==> config.mk <==
export PLATFORM = sky130hd
export DESIGN_NAME = ishm_ctrl
export DESIGN_NICKNAME = d
export VERILOG_FILES = /design/src/hdl/ishm_pkg.sv /design/src/hdl/ishm_ctrl.sv
export SDC_FILE = /design/constraint.sdc
export NUM_CORES = 1
export LEC_CHECK = 0
export ABC_CLOCK_PERIOD_IN_PS = 1600
export BUFFER_PORTS_ARGS = -buffer_cell sky130_fd_sc_hd__buf_4
export CAP_MARGIN = 20
export CORE_AREA = 3 3 40 42
export DETAILED_ROUTE_END_ITERATION = 10
export DIE_AREA = 0 0 43 45
export PLACE_DENSITY_LB_ADDON = 0.1
export SETUP_SLACK_MARGIN = 0.1
export SLEW_MARGIN = 20
export SYNTH_ARGS = -nofsm -noshare
export SYNTH_HDL_FRONTEND = slang
export SYNTH_SLANG_ARGS = --single-unit
==> constraint.sdc <==
create_clock -name clk -period 1.6 [get_ports clk]
set_input_delay 0.16 -clock clk [delete_from_list [all_inputs] [get_ports clk]]
set_output_delay 0.16 -clock clk [all_outputs]
set_load 0.05 [all_outputs]
==> src/hdl/ishm_pkg.sv <==
`default_nettype none
// ----------------------------------------------------------------------------
// ishm_pkg
// Shared widths, constants, types and helper functions of the IMU stream
// health monitor.
// ----------------------------------------------------------------------------
package ishm_pkg;

  // counter width of the sample and out-of-band counters
  localparam int CNT_BITS = 32;
  localparam int OUT_W    = 32;

  localparam int STAMP_W = 63;
  localparam int Z_W     = 24;
  localparam int PER_W   = 20;
  localparam int RATE_W  = 24;
  localparam int PCT_W   = 7;

  localparam int DATA_W = 32;
  localparam int ADDR_W = 5;

  // shared multiplier: one 32-bit chunk of a wide word times a 30-bit operand
  localparam int CHUNK_W = 32;
  localparam int MULB_W  = 30;
  localparam int WORD_W  = 2 * CHUNK_W;
  localparam int MULP_W  = CHUNK_W + MULB_W;
  localparam int PROD_W  = (((CNT_BITS + MULB_W) > (STAMP_W + RATE_W)) ?
                            (CNT_BITS + MULB_W) : (STAMP_W + RATE_W)) + 1;
  localparam int PCT_PROD_W = CNT_BITS + PCT_W;

  // microseconds per second times millihertz per hertz
  localparam logic [MULB_W-1:0] RATE_SCALE = MULB_W'(1000000000);
  localparam logic [PCT_W-1:0]  PCT_SCALE  = PCT_W'(100);

  // z thresholds in milli-units
  localparam logic signed [Z_W-1:0] Z_UNIT_SPLIT = 5500;
  localparam logic signed [Z_W-1:0] Z_G_HI       = 1250;
  localparam logic signed [Z_W-1:0] Z_G_LO       = 750;
  localparam logic signed [Z_W-1:0] Z_MS_HI      = 12250;
  localparam logic signed [Z_W-1:0] Z_MS_LO      = 7350;

  typedef struct packed {
    logic [PER_W-1:0]  nominal;
    logic [PER_W-1:0]  period_tol;
    logic [RATE_W-1:0] target;
    logic [RATE_W-1:0] rate_tol;
    logic [PCT_W-1:0]  limit;
  } cfg_t;

  typedef enum logic [3:0] {
    ST_NONE,
    ST_LOAD,
    ST_S_DIFF,
    ST_S_DEV,
    ST_S_COMMIT,
    ST_F_DUR,
    ST_F_ABS,
    ST_MUL_LO,
    ST_MUL_HI,
    ST_MUL_SUM,
    ST_F_DIFF,
    ST_F_CMP,
    ST_OUT
  } step_t;

  // which product the multiplier sequence builds
  typedef enum logic [1:0] {
    PR_A,   // (n - 1) * rate scale
    PR_B,   // target * duration
    PR_C    // tolerance * duration
  } prod_t;

  typedef struct packed {
    step_t step;
    prod_t prod;
  } cmd_t;

  function automatic logic [CNT_BITS-1:0] sat_inc(input logic [CNT_BITS-1:0] c);
    sat_inc = (c != '1) ? c + CNT_BITS'(1) : c;
  endfunction

  function automatic logic [OUT_W-1:0] sat_out(input logic [CNT_BITS-1:0] c);
    logic [CNT_BITS-1:0] upper;
    upper = c >> OUT_W;
    if (upper != '0) begin
      sat_out = '1;
    end else begin
      sat_out = OUT_W'(c);
    end
  endfunction

endpackage
`default_nettype wire

==> src/hdl/ishm_ctrl.sv <==
`default_nettype none
// ----------------------------------------------------------------------------
// ishm_ctrl
// Sequencer: steps the datapath through a sample update or the end-of-stream
// checks and owns the output valid.
// ----------------------------------------------------------------------------
module ishm_ctrl (
  input  logic                clk,
  input  logic                rst,
  input  logic                in_valid,
  input  logic                op,
  output logic                in_stall,
  output logic                out_valid,
  input  logic                out_stall,
  output ishm_pkg::cmd_t      cmd
);

  typedef enum logic [3:0] {
    IDLE,
    S_DIFF,
    S_DEV,
    S_COMMIT,
    F_DUR,
    F_ABS,
    M_LO,
    M_HI,
    M_SUM,
    F_DIFF,
    F_CMP,
    EMIT
  } state_t;

  state_t          state;
  ishm_pkg::prod_t prod;
  logic            accept;
  logic            out_free;

  assign in_stall = (state != IDLE);
  assign accept   = in_valid && !in_stall;
  assign out_free = !out_valid || !out_stall;

  always_comb begin
    cmd.prod = prod;
    unique case (state)
      IDLE:     cmd.step = accept ? ishm_pkg::ST_LOAD : ishm_pkg::ST_NONE;
      S_DIFF:   cmd.step = ishm_pkg::ST_S_DIFF;
      S_DEV:    cmd.step = ishm_pkg::ST_S_DEV;
      S_COMMIT: cmd.step = ishm_pkg::ST_S_COMMIT;
      F_DUR:    cmd.step = ishm_pkg::ST_F_DUR;
      F_ABS:    cmd.step = ishm_pkg::ST_F_ABS;
      M_LO:     cmd.step = ishm_pkg::ST_MUL_LO;
      M_HI:     cmd.step = ishm_pkg::ST_MUL_HI;
      M_SUM:    cmd.step = ishm_pkg::ST_MUL_SUM;
      F_DIFF:   cmd.step = ishm_pkg::ST_F_DIFF;
      F_CMP:    cmd.step = ishm_pkg::ST_F_CMP;
      EMIT:     cmd.step = out_free ? ishm_pkg::ST_OUT : ishm_pkg::ST_NONE;
      default:  cmd.step = ishm_pkg::ST_NONE;
    endcase
  end

  always_ff @(posedge clk) begin
    if (rst) begin
      state     <= IDLE;
      prod      <= ishm_pkg::PR_A;
      out_valid <= 1'b0;
    end else begin
      if (state == EMIT && out_free) begin
        out_valid <= 1'b1;
      end else if (!out_stall) begin
        out_valid <= 1'b0;
      end
      unique case (state)
        IDLE: begin
          if (accept) begin
            state <= op ? F_DUR : S_DIFF;
          end
        end
        S_DIFF:   state <= S_DEV;
        S_DEV:    state <= S_COMMIT;
        S_COMMIT: state <= EMIT;
        F_DUR:    state <= F_ABS;
        F_ABS: begin
          state <= M_LO;
          prod  <= ishm_pkg::PR_A;
        end
        M_LO:     state <= M_HI;
        M_HI:     state <= M_SUM;
        M_SUM: begin
          // three products: rate numerator, target and tolerance terms
          priority if (prod == ishm_pkg::PR_C) begin
            state <= F_DIFF;
          end else if (prod == ishm_pkg::PR_B) begin
            state <= M_LO;
            prod  <= ishm_pkg::PR_C;
          end else begin
            state <= M_LO;
            prod  <= ishm_pkg::PR_B;
          end
        end
        F_DIFF:   state <= F_CMP;
        F_CMP:    state <= EMIT;
        EMIT: begin
          if (out_free) begin
            state <= IDLE;
          end
        end
        default:  state <= IDLE;
      endcase
    end
  end

  a_accept_blocks: assert property (@(posedge clk) disable iff (rst)
    in_valid && !in_stall |=> in_stall)
    else $error("second request taken while one is in work");

  a_valid_from_emit: assert property (@(posedge clk) disable iff (rst)
    $rose(out_valid) |-> $past(state == EMIT))
    else $error("result raised outside the emit step");

  a_emit_holds: assert property (@(posedge clk) disable iff (rst)
    state == EMIT && !out_free |=> state == EMIT && out_valid)
    else $error("pending result overwritten or dropped");

endmodule
`default_nettype wire

* After elaboration in Yosys (flattened, before gate mapping)
Cells that the tools add are included.
** Operators by class
- Eq/ne operators :: 17
- Muxes and demuxes :: 13
- Reduce and logical (&&, ||, !) cells :: 12
** Operator list (number)
- one-hot mux 4 bit (12 select lines) :: 1
- one-hot mux 4 bit (11 select lines) :: 1
- == test 4 x 3 -> 1 bit (second input constant) :: 4
- == test 4 bit (second input constant) :: 4
- 2-to-1 mux 4 bit :: 4
- == test 4 x 2 -> 1 bit (second input constant) :: 2
- inequality test 2 bit (second input constant) :: 3
- == test 4 x 1 -> 1 bit (second input constant) :: 1
- zero test 4 bit :: 1
- 2-to-1 mux 2 bit :: 2
- one-hot mux 2 bit (2 select lines) :: 1
- AND reduction 2 bit :: 2
- nonzero test 4 bit :: 1
- zero test 1 bit :: 3
- 2-to-1 mux 1 bit :: 3
- 2-to-1 mux 3 bit :: 1
- == test 2 x 1 -> 1 bit (second input constant) :: 1
- == test 2 bit (second input constant) :: 1
- logical AND 1 bit :: 2
- inequality test 2 x 1 -> 1 bit (second input constant) :: 1
- nonzero test 2 bit :: 1
- OR reduction 2 bit :: 1
- logical OR 1 bit :: 1
** Word-level totals
- Register bits after elaboration :: 7
- Output and inout bits :: 8
- Word-level logic and storage cells :: 45

* Longest topological paths before layout
- Depth after elaboration :: 5
- Gate-level depth with buffers :: 5

* Worst setup path after synthesis
No wires, ideal clock.
- Kind :: register -> output
- From :: reg state[2]
- To :: out cmd[2] (netlist bit)
- Arrival :: 1938 ps
- Slack :: -498 ps
- Stages on the path, launching flop included :: 4
- Buffers on the path :: 1
- Path through :: dfxtp_1 > buf_2 > nor2_1 > a221oi_1
** RTL lines
- start, declared :: line ishm_ctrl.sv:33 : state_t state;
- start signal, assigned :: line ishm_ctrl.sv:75 : state <= op ? F_DUR : S_DIFF;
- end, declared :: line ishm_ctrl.sv:15 : output ishm_pkg::cmd_t cmd

==> summary.txt <==
Gate power share: 53.3%
Gpl congestion: 0.778
Hold Vio Cnt, Final: 0
Measured slew at the worst slew-check pin: 0.295 ns
Met2 wire length: 586 µm
Cell at the slowest stage of the critical path: dfxtp_4
Bufs and invs on worst path: 1
# IOs: 13
DR top layer: met3
Synth top area share: 28.6%
First-pass GRT wire length: 1990 µm
Worst-path cell chain: and2_4 > nand2_1 > o22ai_2 > buf_6
Distinct cell type count after synthesis: 27
Post-Syn Nets: 72
Met3 wire len: 88 µm
Dominant cell type by area after synthesis: dfxtp_1
Crit path max fanout: 11
Worst Setup End Kind: output pin
Min Tclk post-route: 1.44 ns
Clk pwr share: 17.2%
YS warnings: 0
Asr flop ratio synth: 0%
Starting Density: 38.2%
TritonCTS Buffers: 3
Final worst-path cycle share: 90.2%
Hold WC Path Type: input pin to register
Cell Int Power: 0.503 mW
Cells after Synth: 67
H-tree levels: 1
WP data required: 1.44 ns
IO Port Bufs: 12
Core area: 1280 µm²
Drt initial violations: 17
Worst vdd ir: 756 µV
Grt ovf: 0
Nets: 89
Data arrival, critical path: 1.28 ns
TritonCTS clock tree: built
Critical path type: register to output pin
Layout cell share with drive strength beyond 1: 34.9%
Pwr per Cell Area: 1390 nW/µm²
Tot GR Track Use: 14.2%
Clk buf depth: 2
Setup Viol. Count Final: 0
Via/cell ratio: 5.15
Max Transition Viols Final: 0
Max-slew headroom: 80.3%
Post-synth EDFFs: 0
Sum Neg Setup Slack: 0 ns
Clk sinks: 7
Final WL: 1250 µm
Dpl cells: 92
Pre-Repair DR Iteration Count: 4
Routed length per instance: 12.7 µm
Max Clock Freq: 693 MHz
Synth area leaders: dfxtp_1, nand2_1, a21oi_1
Top_reg_cell synth: dfxtp_1
Die ar.: 1940 µm²
Vias: 505
Area grow syn2layout: 38.3%
Antenna viol nets, final: 0
CP peak stage delay: 0.42 ns
Top delay family on crit path: flip-flops
Num rows: 13
Largest net degree at the start of global routing: 14
Initial antenna violation count: 0
Syn avg cell area: 7.32 µm²
Remaining DRCs: 0
Reg clk slew, reported paths: 0.05 ns
Die width: 43 µm
Worst skew pair latency: 0.25 ns
Count of state elements after synthesis: 7
Final cell count without fillers: 98
Number of global-route vias before repair: 442
Most frequent cells in the layout: buf_4, nand2_1, nor2_1
LEAKAGE: 0.258 nW
Max cap viols: 0
Status: completed
RSZ-0062 raised after global routing: no
Mapped Area: 490 µm²
Register area share after synthesis: 28.6%
CTS root buf: clkbuf_4
Net Sw Power: 0.440 mW
Sw frac: 46.6%
Worst setup SP type: register
Met1 wire length: 571 µm
Commonest non-fill, non-tap cell in the layout: buf_4
Worst Skew: 0.000929 ns
Ant. Diodes: 0
Die height: 45 µm
Detail Placement HPWL: 882 µm
Reg power frac: 29.5%
==> worst paths after layout <==
check | start | endpoint | slack, ns | cells after the start
worst min-delay path | rst | state[3] | 0.11 | 2
worst max register to register | state[1] | state[0] | 0.27 | 4
worst min register to register | state[0] | prod[0] | 0.56 | 1
worst max-delay path | state[1] | cmd[4] | 0.16 | 4
==> cell families after synthesis <==
group           share of synthesized area [%]
buf+inv                                  8.16
flops                                    28.6
xor+xnor                                 5.36
compound gates                           23.2
simple gates                             34.7
==> cell usage after synthesis (all sizes together), types with 2 or more instances <==
cell	n
inv	3
a21oi	6
clkbuf	2
nand3b	4
nand3	2
dfxtp	7
nand2	9
xnor2	2
nor2	7
o21ai	5
buf	3
a31oi	2
nor3	2
==> worst reg2reg max path, cell delays in order, from the launching register on <==
cell and delay, ns:
dfxtp_4 0.38, nor4b_4 0.36, nand3b_1 0.16, and3_1 0.17, o21ai_0 0.16
==> through the flow <==
step	hold WS (ns)	setup slack [ns]	util, %	cell area [µm²]	power [mW]
floorplan	0.229	-0.0401	-	503	0.621
global route	0.101	0.0761	52.8	678	1.01
detailed placement	0.388	0.167	47.1	606	0.734
CTS	0.104	0.0502	50.0	642	0.915
global placement	0.387	0.156	47.1	606	0.737
finish	0.114	0.157	52.8	678	0.943
==> cell type report <==
cell class                      count  area, µm²
Sequential cell                     7        155
Tap cell                           15       18.8
Multi-Input combinational cell     52        332
Timing Repair Buffer               17        135
Clock buffer                        4       26.3
Inverter                            3       11.3
Fill cell                         133        607
==> timing repair <==
| item | 4_1_cts | 5_1_grt |
|---|---|---|
| hold buffers | 0 | 0 |
| pin swaps | 0 | 0 |
| setup buffers | 0 | 2 |
| resized for setup | 6 | 7 |
| endpoints found under the setup margin | 4 | 3 |
==> power groups by stage <==
stage	clock (mW)	combinational, mW	sequential (mW)
floorplan	0	0.394	0.227
global placement	0	0.463	0.274
detailed placement	0	0.462	0.272
CTS	0.175	0.464	0.276
global route	0.186	0.540	0.289
finish	0.163	0.502	0.278
==> layer usage <==
layer  global-route usage, %  vias to the layer above
met1                    18.8                      219
met4                    3.61                        0
met3                    6.37                        0
met2                    21.0                       15
li1                        -                      271
met5                       0                        -
==> flip-flops by register name, indices dropped and copies added (netlist names) <==
signal / cells
state: 4
out_valid: 1
prod: 2
(Power assumes the default switching activity.)
