<file path="config.mk">
export PLATFORM = sky130hd
export DESIGN_NAME = ishm_regs
export DESIGN_NICKNAME = d
export VERILOG_FILES = /design/src/hdl/ishm_pkg.sv /design/src/hdl/ishm_regs.sv
export SDC_FILE = /design/constraint.sdc
export NUM_CORES = 1
export LEC_CHECK = 0
export ABC_CLOCK_PERIOD_IN_PS = 2490
export BUFFER_PORTS_ARGS = -buffer_cell sky130_fd_sc_hd__buf_2
export CAP_MARGIN = 20
export CORE_ASPECT_RATIO = 0.6
export CORE_MARGIN = 5
export CORE_UTILIZATION = 54
export CTS_CLUSTER_SIZE = 40
export DETAILED_ROUTE_END_ITERATION = 12
export PLACE_DENSITY = 0.86
export SLEW_MARGIN = 30
export SYNTH_ARGS = -nofsm -noshare
export SYNTH_HDL_FRONTEND = slang
export SYNTH_SLANG_ARGS = --single-unit
</file>
<file path="constraint.sdc">
create_clock -name clk -period 2.49 [get_ports clk]
set_input_delay 0.1245 -clock clk [delete_from_list [all_inputs] [get_ports clk]]
set_output_delay 0.1245 -clock clk [all_outputs]
set_load 0.01 [all_outputs]
</file>
<file path="src/hdl/ishm_pkg.sv">
`default_nettype none
// ----------------------------------------------------------------------------
// ishm_pkg
// Shared widths, constants, types and helper functions of the IMU stream
// health monitor.
// ----------------------------------------------------------------------------
package ishm_pkg;

  // counter width of the sample and out-of-band counters
  localparam int CNT_BITS = 32;
  localparam int OUT_W    = 32;

  localparam int STAMP_W = 63;
  localparam int Z_W     = 24;
  localparam int PER_W   = 20;
  localparam int RATE_W  = 24;
  localparam int PCT_W   = 7;

  localparam int DATA_W = 32;
  localparam int ADDR_W = 5;

  // shared multiplier: one 32-bit chunk of a wide word times a 30-bit operand
  localparam int CHUNK_W = 32;
  localparam int MULB_W  = 30;
  localparam int WORD_W  = 2 * CHUNK_W;
  localparam int MULP_W  = CHUNK_W + MULB_W;
  localparam int PROD_W  = (((CNT_BITS + MULB_W) > (STAMP_W + RATE_W)) ?
                            (CNT_BITS + MULB_W) : (STAMP_W + RATE_W)) + 1;
  localparam int PCT_PROD_W = CNT_BITS + PCT_W;

  // microseconds per second times millihertz per hertz
  localparam logic [MULB_W-1:0] RATE_SCALE = MULB_W'(1000000000);
  localparam logic [PCT_W-1:0]  PCT_SCALE  = PCT_W'(100);

  // z thresholds in milli-units
  localparam logic signed [Z_W-1:0] Z_UNIT_SPLIT = 5500;
  localparam logic signed [Z_W-1:0] Z_G_HI       = 1250;
  localparam logic signed [Z_W-1:0] Z_G_LO       = 750;
  localparam logic signed [Z_W-1:0] Z_MS_HI      = 12250;
  localparam logic signed [Z_W-1:0] Z_MS_LO      = 7350;

  typedef struct packed {
    logic [PER_W-1:0]  nominal;
    logic [PER_W-1:0]  period_tol;
    logic [RATE_W-1:0] target;
    logic [RATE_W-1:0] rate_tol;
    logic [PCT_W-1:0]  limit;
  } cfg_t;

  typedef enum logic [3:0] {
    ST_NONE,
    ST_LOAD,
    ST_S_DIFF,
    ST_S_DEV,
    ST_S_COMMIT,
    ST_F_DUR,
    ST_F_ABS,
    ST_MUL_LO,
    ST_MUL_HI,
    ST_MUL_SUM,
    ST_F_DIFF,
    ST_F_CMP,
    ST_OUT
  } step_t;

  // which product the multiplier sequence builds
  typedef enum logic [1:0] {
    PR_A,   // (n - 1) * rate scale
    PR_B,   // target * duration
    PR_C    // tolerance * duration
  } prod_t;

  typedef struct packed {
    step_t step;
    prod_t prod;
  } cmd_t;

  function automatic logic [CNT_BITS-1:0] sat_inc(input logic [CNT_BITS-1:0] c);
    sat_inc = (c != '1) ? c + CNT_BITS'(1) : c;
  endfunction

  function automatic logic [OUT_W-1:0] sat_out(input logic [CNT_BITS-1:0] c);
    logic [CNT_BITS-1:0] upper;
    upper = c >> OUT_W;
    if (upper != '0) begin
      sat_out = '1;
    end else begin
      sat_out = OUT_W'(c);
    end
  endfunction

endpackage
`default_nettype wire

</file>
<file path="src/hdl/ishm_regs.sv">
`default_nettype none
// ----------------------------------------------------------------------------
// ishm_regs
// APB register file: period, tolerance, rate target and range limit settings.
// ----------------------------------------------------------------------------
module ishm_regs (
  input  logic                       clk,
  input  logic                       rst,
  input  logic                       psel,
  input  logic                       penable,
  input  logic                       pwrite,
  input  logic [ishm_pkg::ADDR_W-1:0] paddr,
  input  logic [ishm_pkg::DATA_W-1:0] pwdata,
  output logic [ishm_pkg::DATA_W-1:0] prdata,
  output logic                       pready,
  output ishm_pkg::cfg_t             cfg
);

  typedef enum logic [2:0] {
    REG_NOMINAL = 3'd0,
    REG_PTOL    = 3'd1,
    REG_TARGET  = 3'd2,
    REG_RTOL    = 3'd3,
    REG_LIMIT   = 3'd4
  } reg_idx_t;

  reg_idx_t idx;
  logic     wr;

  assign idx    = reg_idx_t'(paddr[ishm_pkg::ADDR_W-1:2]);
  assign wr     = psel && penable && pwrite;
  assign pready = 1'b1;

  always_ff @(posedge clk) begin
    if (rst) begin
      cfg.nominal    <= ishm_pkg::PER_W'(10000);
      cfg.period_tol <= ishm_pkg::PER_W'(5000);
      cfg.target     <= ishm_pkg::RATE_W'(100000);
      cfg.rate_tol   <= ishm_pkg::RATE_W'(2500);
      cfg.limit      <= ishm_pkg::PCT_W'(5);
    end else if (wr) begin
      unique case (idx)
        REG_NOMINAL: cfg.nominal    <= pwdata[ishm_pkg::PER_W-1:0];
        REG_PTOL:    cfg.period_tol <= pwdata[ishm_pkg::PER_W-1:0];
        REG_TARGET:  cfg.target     <= pwdata[ishm_pkg::RATE_W-1:0];
        REG_RTOL:    cfg.rate_tol   <= pwdata[ishm_pkg::RATE_W-1:0];
        REG_LIMIT:   cfg.limit      <= pwdata[ishm_pkg::PCT_W-1:0];
        default: ;
      endcase
    end
  end

  always_comb begin
    unique case (idx)
      REG_NOMINAL: prdata = ishm_pkg::DATA_W'(cfg.nominal);
      REG_PTOL:    prdata = ishm_pkg::DATA_W'(cfg.period_tol);
      REG_TARGET:  prdata = ishm_pkg::DATA_W'(cfg.target);
      REG_RTOL:    prdata = ishm_pkg::DATA_W'(cfg.rate_tol);
      REG_LIMIT:   prdata = ishm_pkg::DATA_W'(cfg.limit);
      default:     prdata = '0;
    endcase
  end

endmodule
`default_nettype wire

</file>
# == Word-level counts from Yosys, hierarchy flattened ==
# Cells that the tools add are included.
# Widths: inputs -> output; s select.
# classes
reduce_logical,8
n_eq_ne,4
mux,1
# op_table
cell,n
$pmux 24 s5,1
$reduce_and 2->1,5
$eq 3x2->1 const B,2
$eq 3x1->1 const B,1
$eq 3x3->1 const B,1
$logic_not 3->1,1
$logic_and 1x1->1,2
# word_totals
wordCells,18
output_inout_bits,128
reg_bits,95

# == Depth between registers and ports, before layout ==
# Gate-level depths: netlist (run 1).
# logic_depth
word_depth,3
depth_mapped,6

# == Worst setup path before layout (run 1) ==
# Ideal clock, no wire load.
# synth_timing
path_kind,in2out
start,input port paddr[3] in the netlist's numbering
end,output port prdata[10] in the netlist's numbering
required_ps,2365
t_arrival_ps,1141
path_buffers,2
setup_slack_ps,1224
stages,4
path_cell_list,buf_4 > buf_6 > mux4_2 > nor2b_1
# synth_via
elab_chain_cells,2
word_cells_on_any_way,6
cone_classes,eq/ne: 4; mux: 1; reduce/logical: 1
# synth_lines
element,line_no,text
"start, declared",ishm_regs.sv:12,"input logic [ishm_pkg::ADDR_W-1:0] paddr,"
"$eq 3x3->1, or another cell as far along",ishm_regs.sv:54,unique case (idx)
$pmux 24 s5 (*),ishm_regs.sv:54,
"end, declared",ishm_regs.sv:14,"output logic [ishm_pkg::DATA_W-1:0] prdata,"
# Mark *: on every way between the ends. The rest lies on a longest branch, timed or not.

# == Worst setup path in the final report (run 1) ==
# layout_timing
start,input port paddr[4] in the netlist's numbering
end,output port prdata[6] in the netlist's numbering
# Same word-level chain as after synthesis.

==> results.sh, run 1 <==
export IMPL_antennaDiodeCount=0
export IMPL_fin_crit_sh_pct=80.63
export IMPL_track_usage_pct=24.43
export IMPL_floorplan_initialDensity_pct=55.67
export IMPL_ys_types=31
export IMPL_drv_slew=0
export IMPL_totalWireLength_mm=13.25
export IMPL_wl_per_cell_um=18.48
export IMPL_hp_class="in -> reg"
export IMPL_gr_usage_met3_pct=6.234
export IMPL_slowest_stage="nor2b_1"
export IMPL_drt_first_iter_violations=239
export IMPL_peakVddDrop_mv=0.3296
export IMPL_io_pin_count=170
export IMPL_synth_top_cell_area_share_pct=40.08
export IMPL_setup_tns_ns=0
export IMPL_hold_viol=0
export IMPL_post_cts_buffers=0
export IMPL_gp_congestion=0.8338
export IMPL_fmax_mhz=498.1
export IMPL_fin_area_um2=5739
export IMPL_r2r_start="cfg[31]$_SDFFE_PP0P_"
export IMPL_top_register="cfg"
export IMPL_met1_usage_pct=31.80
export IMPL_critPathArrivalTime_ns=1.88
export IMPL_antenna_found_initial=0
export IMPL_drive_above_1_share_pct=33.39
export IMPL_clkSinkCount=95
export IMPL_nets=644
export IMPL_hold_path_startpoint="pwdata[0]"
export IMPL_grt_pass1_wl_mm=20.30
export IMPL_p_leak_nw=2.714
export IMPL_cts_resized=0
export IMPL_p_per_area_nw_per_um2=551.5
export IMPL_worstMarginPinSlew_ns=0.9145
export IMPL_holdWs_ns=0.05679
export IMPL_via_per_inst=5.502
export IMPL_slowest_delay_ns=0.63
export IMPL_slew_headroom_pct=39.03
export IMPL_final_min_clock_period_ns=2.008
export IMPL_core_area_um2=8523
export IMPL_cp_startpoint="paddr[4]"
export IMPL_path_class="in -> out"
export IMPL_synth_area_um2=4745
export IMPL_grt_setup_unrepaired="no"
export IMPL_top_regs="cfg (95)"
export IMPL_fp_dieW_um=131.0
export IMPL_clkLatencyLatePin_ns=0.34
export IMPL_syn_avg_cell_area_um2=10.07
export IMPL_vias=3945
export IMPL_syn_to_final_growth_pct=20.97
export IMPL_drtAntennaViolNets=0
export IMPL_drtPass1Iterations=5
export IMPL_cts_hold_buf=0
export IMPL_clk_path_buf_depth=2
export IMPL_grt_pass1_vias=3884
export IMPL_cpMostUsedCell="buf_2"
export IMPL_dieArea_um2=10820
export IMPL_nFillCells=689
export IMPL_yosysWarnings=0
export IMPL_ys_ff_latch=95
export IMPL_seq_area_frac_synth_pct=40.08
export IMPL_synthTopCellsByArea="dfxtp_1, mux2i_1, nand2b_1"
export IMPL_io_buffers=150
export IMPL_yosysTopAreaCell="dfxtp_1"
export IMPL_place_area_um2=5459
export IMPL_worst_setup_path_start_kind="primary input"
export IMPL_finalClockSkew_ns=0
export IMPL_max_cap_violations=0
export IMPL_cts_tree="yes"
export IMPL_synth_cells=471
export IMPL_crit_chain="buf_2 -> nor2b_1 -> a22oi_1 -> o22ai_1 -> buf_2"
export IMPL_grt_busiest_layer="met2"
export IMPL_cts_inserted_buffers=9
export IMPL_gr_usage_met2_pct=40.13
export IMPL_cp_required_ns=2.37
export IMPL_setup_viol=0
export IMPL_drc=0
export IMPL_cts_root_buffer="clkbuf_16"
export IMPL_crit_path_end_kind="primary output"
export IMPL_crit_fanout=26
export IMPL_dieHeight_um=82.61
export IMPL_largest_reg_flops=95
export IMPL_grt_ovfl_total=0
export IMPL_cts_max_level=3
export IMPL_outcome="finished, final reports clean"
export IMPL_hpwl_mm=9.464
export IMPL_path_clk_slew_ns=0.06
export IMPL_row_count=26
export IMPL_grt_max_degree=67
==> logic make-up (layout without fill, tap and decap cells) <==
| kind of cell | Yosys count | after routing | synth area share [%] |
|---|---|---|---|
| multiplexers | 100 | 100 | 24.71 |
| other | 2 | 9 | 0.1583 |
| AND/OR/NAND/NOR | 166 | 166 | 20.97 |
| buffers and inverters | 49 | 176 | 6.883 |
| flip-flops | 95 | 95 | 40.08 |
| AO/OA/AOI/OAI | 59 | 59 | 7.199 |
==> final timing paths <==
path | cells past startpoint | end | slack, ns
setup / recovery | 5 | prdata[6] | 0.48
setup reg to reg | 3 | cfg[31]$_SDFFE_PP0P_ | 1.72
hold reg to reg | 2 | cfg[76]$_SDFFE_PP0P_ | 0.49
hold / removal | 3 | cfg[0]$_SDFFE_PP1P_ | 0.06
==> power breakdown <==
part | internal (mW) | switching (mW)
sequential | 1.53 | 0.00922
combinational | 0.118 | 0.169
clock | 0.796 | 0.542
==> per-stage QoR <==
step	utilization (%)	total power [mW]	setup WS, ns	cells
after detailed placement	64.05	1.857	0.5574	703
after floorplan	-	1.776	1.224	478
after CTS	67.34	3.190	0.5494	717
final	67.34	3.165	0.4824	717
after global placement	64.05	1.848	0.6013	703
after global routing	67.34	3.277	0.3731	717
==> cell usage after synthesis <==
cell type and number:
dfxtp_1 95, mux2i_1 80, nand2b_1 77, nor2_1 42, nor2b_1 32, o21ai_0 25, clkbuf_1 15, a22oi_1 14
buf_4 14, mux4_2 13, buf_2 11, o21ai_1 10, buf_6 8, mux2_2 7, o22ai_1 7, a21oi_1 2
and3_1 2, conb_1 2, nand3_2 2, nor2_4 2, and4b_1 1, buf_12 1, nand2_2 1, nand3_1 1
nand3b_2 1, nand4b_1 1, nand4b_4 1, nor3_4 1, nor3b_2 1, o31ai_1 1, or2_1 1
==> per-layer routing <==
metal  wire (um)  up-vias
met3        1153       14
met5           0        -
li1            -     1864
met1        5851     1902
met4         131        0
met2        6115      165
==> critical path, delay by kind of cell <==
kind                   cells  cell delay, ns
AOI/OAI and AO/OA          2            0.46
buffers and inverters      2            0.66
and+or+nand+nor            1            0.63
==> final cells by class <==
class	instances	area, um^2	area share [%]
repair buffers	162	868.3	15.13
multi-input cells	334	2549	44.41
well taps	112	140.1	2.442
clock buffers	13	250.2	4.360
clock inverters	1	30.03	0.5232
flip-flops and latches	95	1902	33.14
==> layout by cell type (no fill, tap or decap), drive strengths merged, types with 2 or more instances in the layout <==
| cell | n |
|---|---|
| a21oi | 2 |
| a22oi | 14 |
| and3 | 2 |
| buf | 162 |
| clkbuf | 13 |
| conb | 9 |
| dfxtp | 95 |
| mux2 | 7 |
| mux2i | 80 |
| mux4 | 13 |
| nand2b | 77 |
| nand3 | 3 |
| nand4b | 2 |
| nor2 | 44 |
| nor2b | 32 |
| o21ai | 35 |
| o22ai | 7 |
Power figures use the tool's default switching activity.
==> inputs of run 2 (changes only) <==
--- a/config.mk
+++ b/config.mk
@@ -5,15 +5,16 @@
 export SDC_FILE = /design/constraint.sdc
 export NUM_CORES = 1
 export LEC_CHECK = 0
-export ABC_CLOCK_PERIOD_IN_PS = 2490
+export ABC_AREA = 1
+export ABC_CLOCK_PERIOD_IN_PS = 2100
 export BUFFER_PORTS_ARGS = -buffer_cell sky130_fd_sc_hd__buf_2
 export CAP_MARGIN = 20
 export CORE_ASPECT_RATIO = 0.6
 export CORE_MARGIN = 5
-export CORE_UTILIZATION = 54
+export CORE_UTILIZATION = 50
 export CTS_CLUSTER_SIZE = 40
 export DETAILED_ROUTE_END_ITERATION = 12
-export PLACE_DENSITY = 0.86
+export PLACE_DENSITY = 0.81
 export SLEW_MARGIN = 30
 export SYNTH_ARGS = -nofsm -noshare
 export SYNTH_HDL_FRONTEND = slang
==> constraint.sdc (replaced) <==
create_clock -name clk -period 2.1 [get_ports clk]
set_input_delay 0.105 -clock clk [delete_from_list [all_inputs] [get_ports clk]]
set_output_delay 0.105 -clock clk [all_outputs]
set_load 0.01 [all_outputs]
==> run 2 against run 1 <==
Combinational power up 32%. Register-to-register slack worse by 0.24 ns. Critical path depth up 5. Largest cell class unchanged. Critical path type unchanged. Largest power group unchanged. Synthesized cell count up 59%.
==> results.sh, run 2 <==
export IMPL_antenna_found_initial=1
export IMPL_layout_common_cells="nand2_1, nor2_1, buf_2, dfxtp_1, nand3_1"
export IMPL_grt_max_degree=96
export IMPL_internal_power_mw=2.803
export IMPL_place_area_um2=5451
export IMPL_finalClockSkew_ns=0
export IMPL_cts_max_level=3
export IMPL_syn_avg_cell_area_um2=6.209
export IMPL_yosysMostFrequentCell="nand2_1"
export IMPL_cp_required_ns=2.00
export IMPL_ys_types=18
export IMPL_synth_top_cell_area_share_pct=40.89
export IMPL_via_per_inst=4.946
export IMPL_final_min_clock_period_ns=1.583
export IMPL_setup_viol=0
export IMPL_clk_path_buf_depth=2
export IMPL_cts_resized=0
export IMPL_floorplan_initialDensity_pct=50.99
export IMPL_crit_path_end_kind="primary output"
export IMPL_synth_area_um2=4651
export IMPL_switching_share_pct=25.11
export IMPL_p_per_area_nw_per_um2=650.5
export IMPL_fin_crit_sh_pct=75.40
export IMPL_p_clk_share_pct=40.6
export IMPL_clkLatencyLatePin_ns=0.33
export IMPL_grt_setup_unrepaired="no"
export IMPL_drtAntennaViolNets=0
export IMPL_yosysWarnings=0
export IMPL_cts_inserted_buffers=9
export IMPL_io_pin_count=170
export IMPL_p_leak_nw=3.068
export IMPL_grt_pass1_wl_mm=22.29
export IMPL_core_area_um2=9121
export IMPL_path_clk_slew_ns=0.06
export IMPL_p_seq_share_pct=49.3
export IMPL_drive_above_1_share_pct=22.07
export IMPL_grt_pass1_vias=4281
export IMPL_synth_cells=749
export IMPL_critPathArrivalTime_ns=1.48
export IMPL_synthTopCellsByArea="dfxtp_1, nand2_1, nor2_1"
export IMPL_top_register="cfg"
export IMPL_seq_area_frac_synth_pct=40.89
export IMPL_vias=4966
export IMPL_hold_viol=0
export IMPL_dieArea_um2=11390
export IMPL_clkSinkCount=95
export IMPL_synth_common_cells="nand2_1, nor2_1, dfxtp_1, nand3_1, inv_1"
export IMPL_hp_class="in -> reg"
export IMPL_max_cap_violations=0
export IMPL_crit_fanout=23
export IMPL_fmax_mhz=631.5
export IMPL_drv_slew=0
export IMPL_nets=927
export IMPL_antennaDiodeCount=0
export IMPL_fin_area_um2=5754
export IMPL_p_comb_share_pct=10.1
export IMPL_cts_tree="yes"
export IMPL_top_regs="cfg (95)"
export IMPL_syn_to_final_growth_pct=23.73
export IMPL_largest_reg_flops=95
export IMPL_final_common_cell="nand2_1"
export IMPL_path_class="in -> out"
export IMPL_synth_edf_count=0
export IMPL_setup_tns_ns=0
export IMPL_yosysTopAreaCell="dfxtp_1"
export IMPL_dieHeight_um=84.71
export IMPL_gp_congestion=0.8784
export IMPL_synthFlopType="dfxtp_1"
export IMPL_grt_ovfl_total=0
export IMPL_worst_setup_path_start_kind="primary input"
export IMPL_ys_ff_latch=95
export IMPL_peakVddDrop_mv=0.4562
export IMPL_drt_first_iter_violations=450
export IMPL_drc=0
export IMPL_fp_dieW_um=134.5
export IMPL_outcome="finished, final reports clean"
export IMPL_drtPass1Iterations=5
export IMPL_track_usage_pct=24.28
export IMPL_cts_root_buffer="clkbuf_16"
export IMPL_row_count=27
export IMPL_p_sw_mw=0.9398
export IMPL_holdWs_ns=0.01115
export IMPL_hpwl_mm=9.783
export IMPL_async_flop_share_pct=0
export IMPL_io_buffers=150
export IMPL_wl_per_cell_um=13.94
export IMPL_totalWireLength_mm=14.00
run 2: changes by cell type in the layout (fill, tap and decap cells not counted), sizes merged, moves of 35 or more:
cell    before  now
nand3        3   89
inv          0   66
nor2        44  179
nand2b      77    0
nand2        1  243
o21ai       35    0
mux2i       80    0
run 2: power by group through the flow:
| stage | Clock (mW) | Sequential [mW] | Combinational, mW |
|---|---|---|---|
| floorplan | 0 | 1.89 | 0.237 |
| global route | 1.61 | 1.85 | 0.420 |
| global placement | 0 | 1.88 | 0.367 |
| CTS | 1.55 | 1.84 | 0.376 |
| detailed placement | 0 | 1.88 | 0.370 |
| finish | 1.52 | 1.84 | 0.379 |
run 2: final timing paths:
kind | startpoint | endpoint | slack (ns) | cells after the start
setup reg to reg | cfg[12]$_SDFFE_PP0P_ | cfg[12]$_SDFFE_PP0P_ | 1.48 | 2
setup / recovery | paddr[4] | prdata[10] | 0.52 | 10
hold reg to reg | cfg[14]$_SDFFE_PP1P_ | cfg[14]$_SDFFE_PP1P_ | 0.48 | 2
hold / removal | pwdata[3] | cfg[58]$_SDFFE_PP1P_ | 0.01 | 3
run 2: kinds of logic after synthesis:
logic type,Yosys count,share of synthesized area (%)
and+or+nand+nor,520,45.60
other,2,0.1615
AOI/OAI and AO/OA,13,1.399
buffers and inverters,119,11.95
DFF,95,40.89
run 2: per-layer routing:
layer	GRT usage (%)	vias to the layer above	wire, um
met3	6.467	16	1439
met2	35.55	254	5922
met1	35.69	2157	6512
li1	-	2537	-
met4	5.360	2	108
met5	0	-	13
run 2: final cells by class:
class,count,area [um^2]
clock buffers,11,252.7
multi-input cells,542,2237
flip-flops and latches,95,1902
inverters,67,251.5
clock inverters,3,20.02
repair buffers,170,945.9
fillers,872,3367
well taps,116,145.1
run 2: timing repair:
| item | 4_1_cts | 5_1_grt |
|---|---|---|
| hold buffers | 3 | 0 |
| setup buffers | 0 | 0 |
| endpoints found under the hold margin | 3 | 0 |
run 2: metrics by stage:
step | setup WS [ns] | instances | util, % | total power, mW
final | 0.5165 | 1004 | 63.09 | 3.743
after global routing | 0.4087 | 1004 | 63.09 | 3.875
after CTS | 0.5448 | 1004 | 63.09 | 3.765
after detailed placement | 0.4632 | 987 | 59.77 | 2.255
after global placement | 0.4987 | 987 | 59.77 | 2.251
after floorplan | 1.042 | 756 | - | 2.129
run 2: worst max-delay path, stage by stage:
cell and delay [ns]:
buf_2 0.14, inv_2 0.29, nand2_1 0.15, nor2_4 0.11, buf_4 0.27, nand2_1 0.08, nand2_1 0.07, inv_1 0.04
nand2_1 0.08, buf_2 0.13
==> inputs of run 3 (changes only) <==
--- a/config.mk
+++ b/config.mk
@@ -5,16 +5,16 @@
 export SDC_FILE = /design/constraint.sdc
 export NUM_CORES = 1
 export LEC_CHECK = 0
-export ABC_AREA = 1
-export ABC_CLOCK_PERIOD_IN_PS = 2100
+export ABC_AREA = 0
+export ABC_CLOCK_PERIOD_IN_PS = 1400
 export BUFFER_PORTS_ARGS = -buffer_cell sky130_fd_sc_hd__buf_2
 export CAP_MARGIN = 20
 export CORE_ASPECT_RATIO = 0.6
 export CORE_MARGIN = 5
-export CORE_UTILIZATION = 50
+export CORE_UTILIZATION = 45
 export CTS_CLUSTER_SIZE = 40
 export DETAILED_ROUTE_END_ITERATION = 12
-export PLACE_DENSITY = 0.81
+export PLACE_DENSITY = 0.76
 export SLEW_MARGIN = 30
 export SYNTH_ARGS = -nofsm -noshare
 export SYNTH_HDL_FRONTEND = slang
==> constraint.sdc (replaced) <==
create_clock -name clk -period 1.4 [get_ports clk]
set_input_delay 0.07 -clock clk [delete_from_list [all_inputs] [get_ports clk]]
set_output_delay 0.07 -clock clk [all_outputs]
set_load 0.01 [all_outputs]
==> run 3 against run 2 <==
The flow now finishes with violations (setup timing). Via count fell by 16%. Design area up 11%. Critical path depth decreased by 7. Core utilization fell by 2.2 points. Critical path type is now reg -> out. Die area grew 12%. Sequential power rose by 49%. Flip-flop and latch count is the same. Critical endpoint is now prdata[14]. Combinational power rose by 59%. Non-clock buffer count up 34. Clock-buffer cell count did not move.
==> results.sh, run 3 (synthesized netlist as in run 1, its figures left out) <==
export IMPL_dp_cells=745
export IMPL_hpwl_mm=10.03
export IMPL_row_count=29
export IMPL_top_regs="cfg (95)"
export IMPL_hp_class="in -> reg"
export IMPL_fin_crit_sh_pct=105.3
export IMPL_p_per_area_nw_per_um2=918.6
export IMPL_core_area_um2=10450
export IMPL_grt_max_degree=74
export IMPL_drtAntennaViolNets=0
export IMPL_syn_to_final_growth_pct=34.18
export IMPL_path_class="reg -> out"
export IMPL_internal_power_mw=4.477
export IMPL_switching_share_pct=23.44
export IMPL_io_pin_count=170
export IMPL_totalWireLength_mm=14.38
export IMPL_clkLatencyLatePin_ns=0.33
export IMPL_cts_max_level=3
export IMPL_via_per_inst=5.303
export IMPL_layout_common_cells="buf_2, mux2i_1, nand2b_1, dfxtp_1, dfxtp_2"
export IMPL_grt_setup_unrepaired="yes"
export IMPL_violations="setup timing"
export IMPL_drt_first_iter_violations=250
export IMPL_layout_setup_ws_ns=-0.07465
export IMPL_nets=686
export IMPL_vias=4179
export IMPL_cp_required_ns=1.33
export IMPL_floorplan_initialDensity_pct=45.40
export IMPL_drc=0
export IMPL_peakVddDrop_mv=0.6530
export IMPL_gp_congestion=0.8252
export IMPL_io_buffers=150
export IMPL_grt_pass1_wl_mm=22.09
export IMPL_holdWs_ns=0.02471
export IMPL_p_sw_mw=1.371
export IMPL_worst_setup_path_start_kind="register"
export IMPL_p_comb_share_pct=10.3
export IMPL_grt_ovfl_total=0
export IMPL_drtPass1Iterations=4
export IMPL_drv_slew=0
export IMPL_final_common_cell="buf_2"
export IMPL_antenna_found_initial=0
export IMPL_critPathArrivalTime_ns=1.40
export IMPL_max_cap_violations=0
export IMPL_final_min_clock_period_ns=1.475
export IMPL_crit_fanout=2
export IMPL_grt_pass1_vias=4203
export IMPL_outcome="finished, violations left"
export IMPL_cts_tree="yes"
export IMPL_clkSinkCount=95
export IMPL_finalNonFillerCells=788
export IMPL_dieArea_um2=12760
export IMPL_clk_path_buf_depth=2
export IMPL_pre_cts_ws_ns=0.01056
export IMPL_p_leak_nw=3.020
export IMPL_largest_reg_flops=95
export IMPL_fmax_mhz=678.1
export IMPL_cts_inserted_buffers=9
export IMPL_finalClockSkew_ns=0
export IMPL_fp_dieW_um=142.6
export IMPL_top_register="cfg"
export IMPL_track_usage_pct=22.20
export IMPL_dieHeight_um=89.54
export IMPL_setup_viol=13
export IMPL_antennaDiodeCount=0
export IMPL_cts_root_buffer="clkbuf_16"
export IMPL_crit_path_end_kind="primary output"
export IMPL_power_mw=5.848
export IMPL_p_clk_share_pct=42.9
export IMPL_wl_per_cell_um=18.25
export IMPL_path_clk_slew_ns=0.06
export IMPL_drive_above_1_share_pct=47.00
export IMPL_hold_viol=0
export IMPL_p_seq_share_pct=46.8
## run 3: final cells by class
cell class / count / area, um^2
repair buffers: 204 / 1295
fillers: 908 / 4084
flip-flops and latches: 95 / 1961
well taps: 139 / 173.9
clock inverters: 5 / 56.30
multi-input cells: 334 / 2628
clock buffers: 11 / 252.7
## run 3: power groups by stage
| stage | clock (mW) | combinational (mW) | sequential, mW |
|---|---|---|---|
| 2_1_floorplan | 0 | 0.353 | 2.81 |
| 3_3_place_gp | 0 | 0.540 | 2.80 |
| 3_5_place_dp | 0 | 0.554 | 2.80 |
| 4_1_cts | 2.57 | 0.583 | 2.74 |
| 5_1_grt | 2.67 | 0.648 | 2.74 |
| 6_report | 2.51 | 0.603 | 2.74 |
## run 3: worst max-delay path: stages, from the launching register on
cell     delay (ns)
dfxtp_2        0.33
mux4_2         0.47
nor2b_1        0.14
buf_2          0.13
## run 3: repair_timing
item,4_1_cts,5_1_grt
pin swaps,4,5
endpoints found under the setup margin,19,20
hold endpoints to repair,3,0
setup buffers,20,4
gates resized for setup,44,23
hold buffers,3,0
## run 3: final timing paths
path	startpoint	end	depth (start not counted)	slack, ns
max	cfg[21]$_SDFFE_PP0P_	prdata[14]	3	-0.07
min	pwdata[16]	cfg[47]$_SDFFE_PP1P_	3	0.02
max reg2reg	cfg[43]$_SDFFE_PP0P_	cfg[43]$_SDFFE_PP0P_	4	0.55
min reg2reg	cfg[73]$_SDFFE_PP0P_	cfg[73]$_SDFFE_PP0P_	2	0.49
## run 3: per-stage QoR
step	utilization, %	instance area, um^2	TNS (ns)
3_3_place_gp	54.45	5690	-0.009391
3_5_place_dp	54.45	5690	0
6_report	60.92	6366	-0.7572
5_1_grt	60.92	6366	-1.545
2_1_floorplan	-	4771	0
4_1_cts	59.95	6265	-0.9832
## run 3: per-layer routing
layer	part of all wire, %	GRT usage (%)	wire (um)	up-vias
li1	-	-	-	1942
met4	0.92	4.918	133	0
met3	7.7	5.772	1105	15
met1	45	29.46	6493	2056
met2	46	36.88	6646	166
met5	0	0	0	-
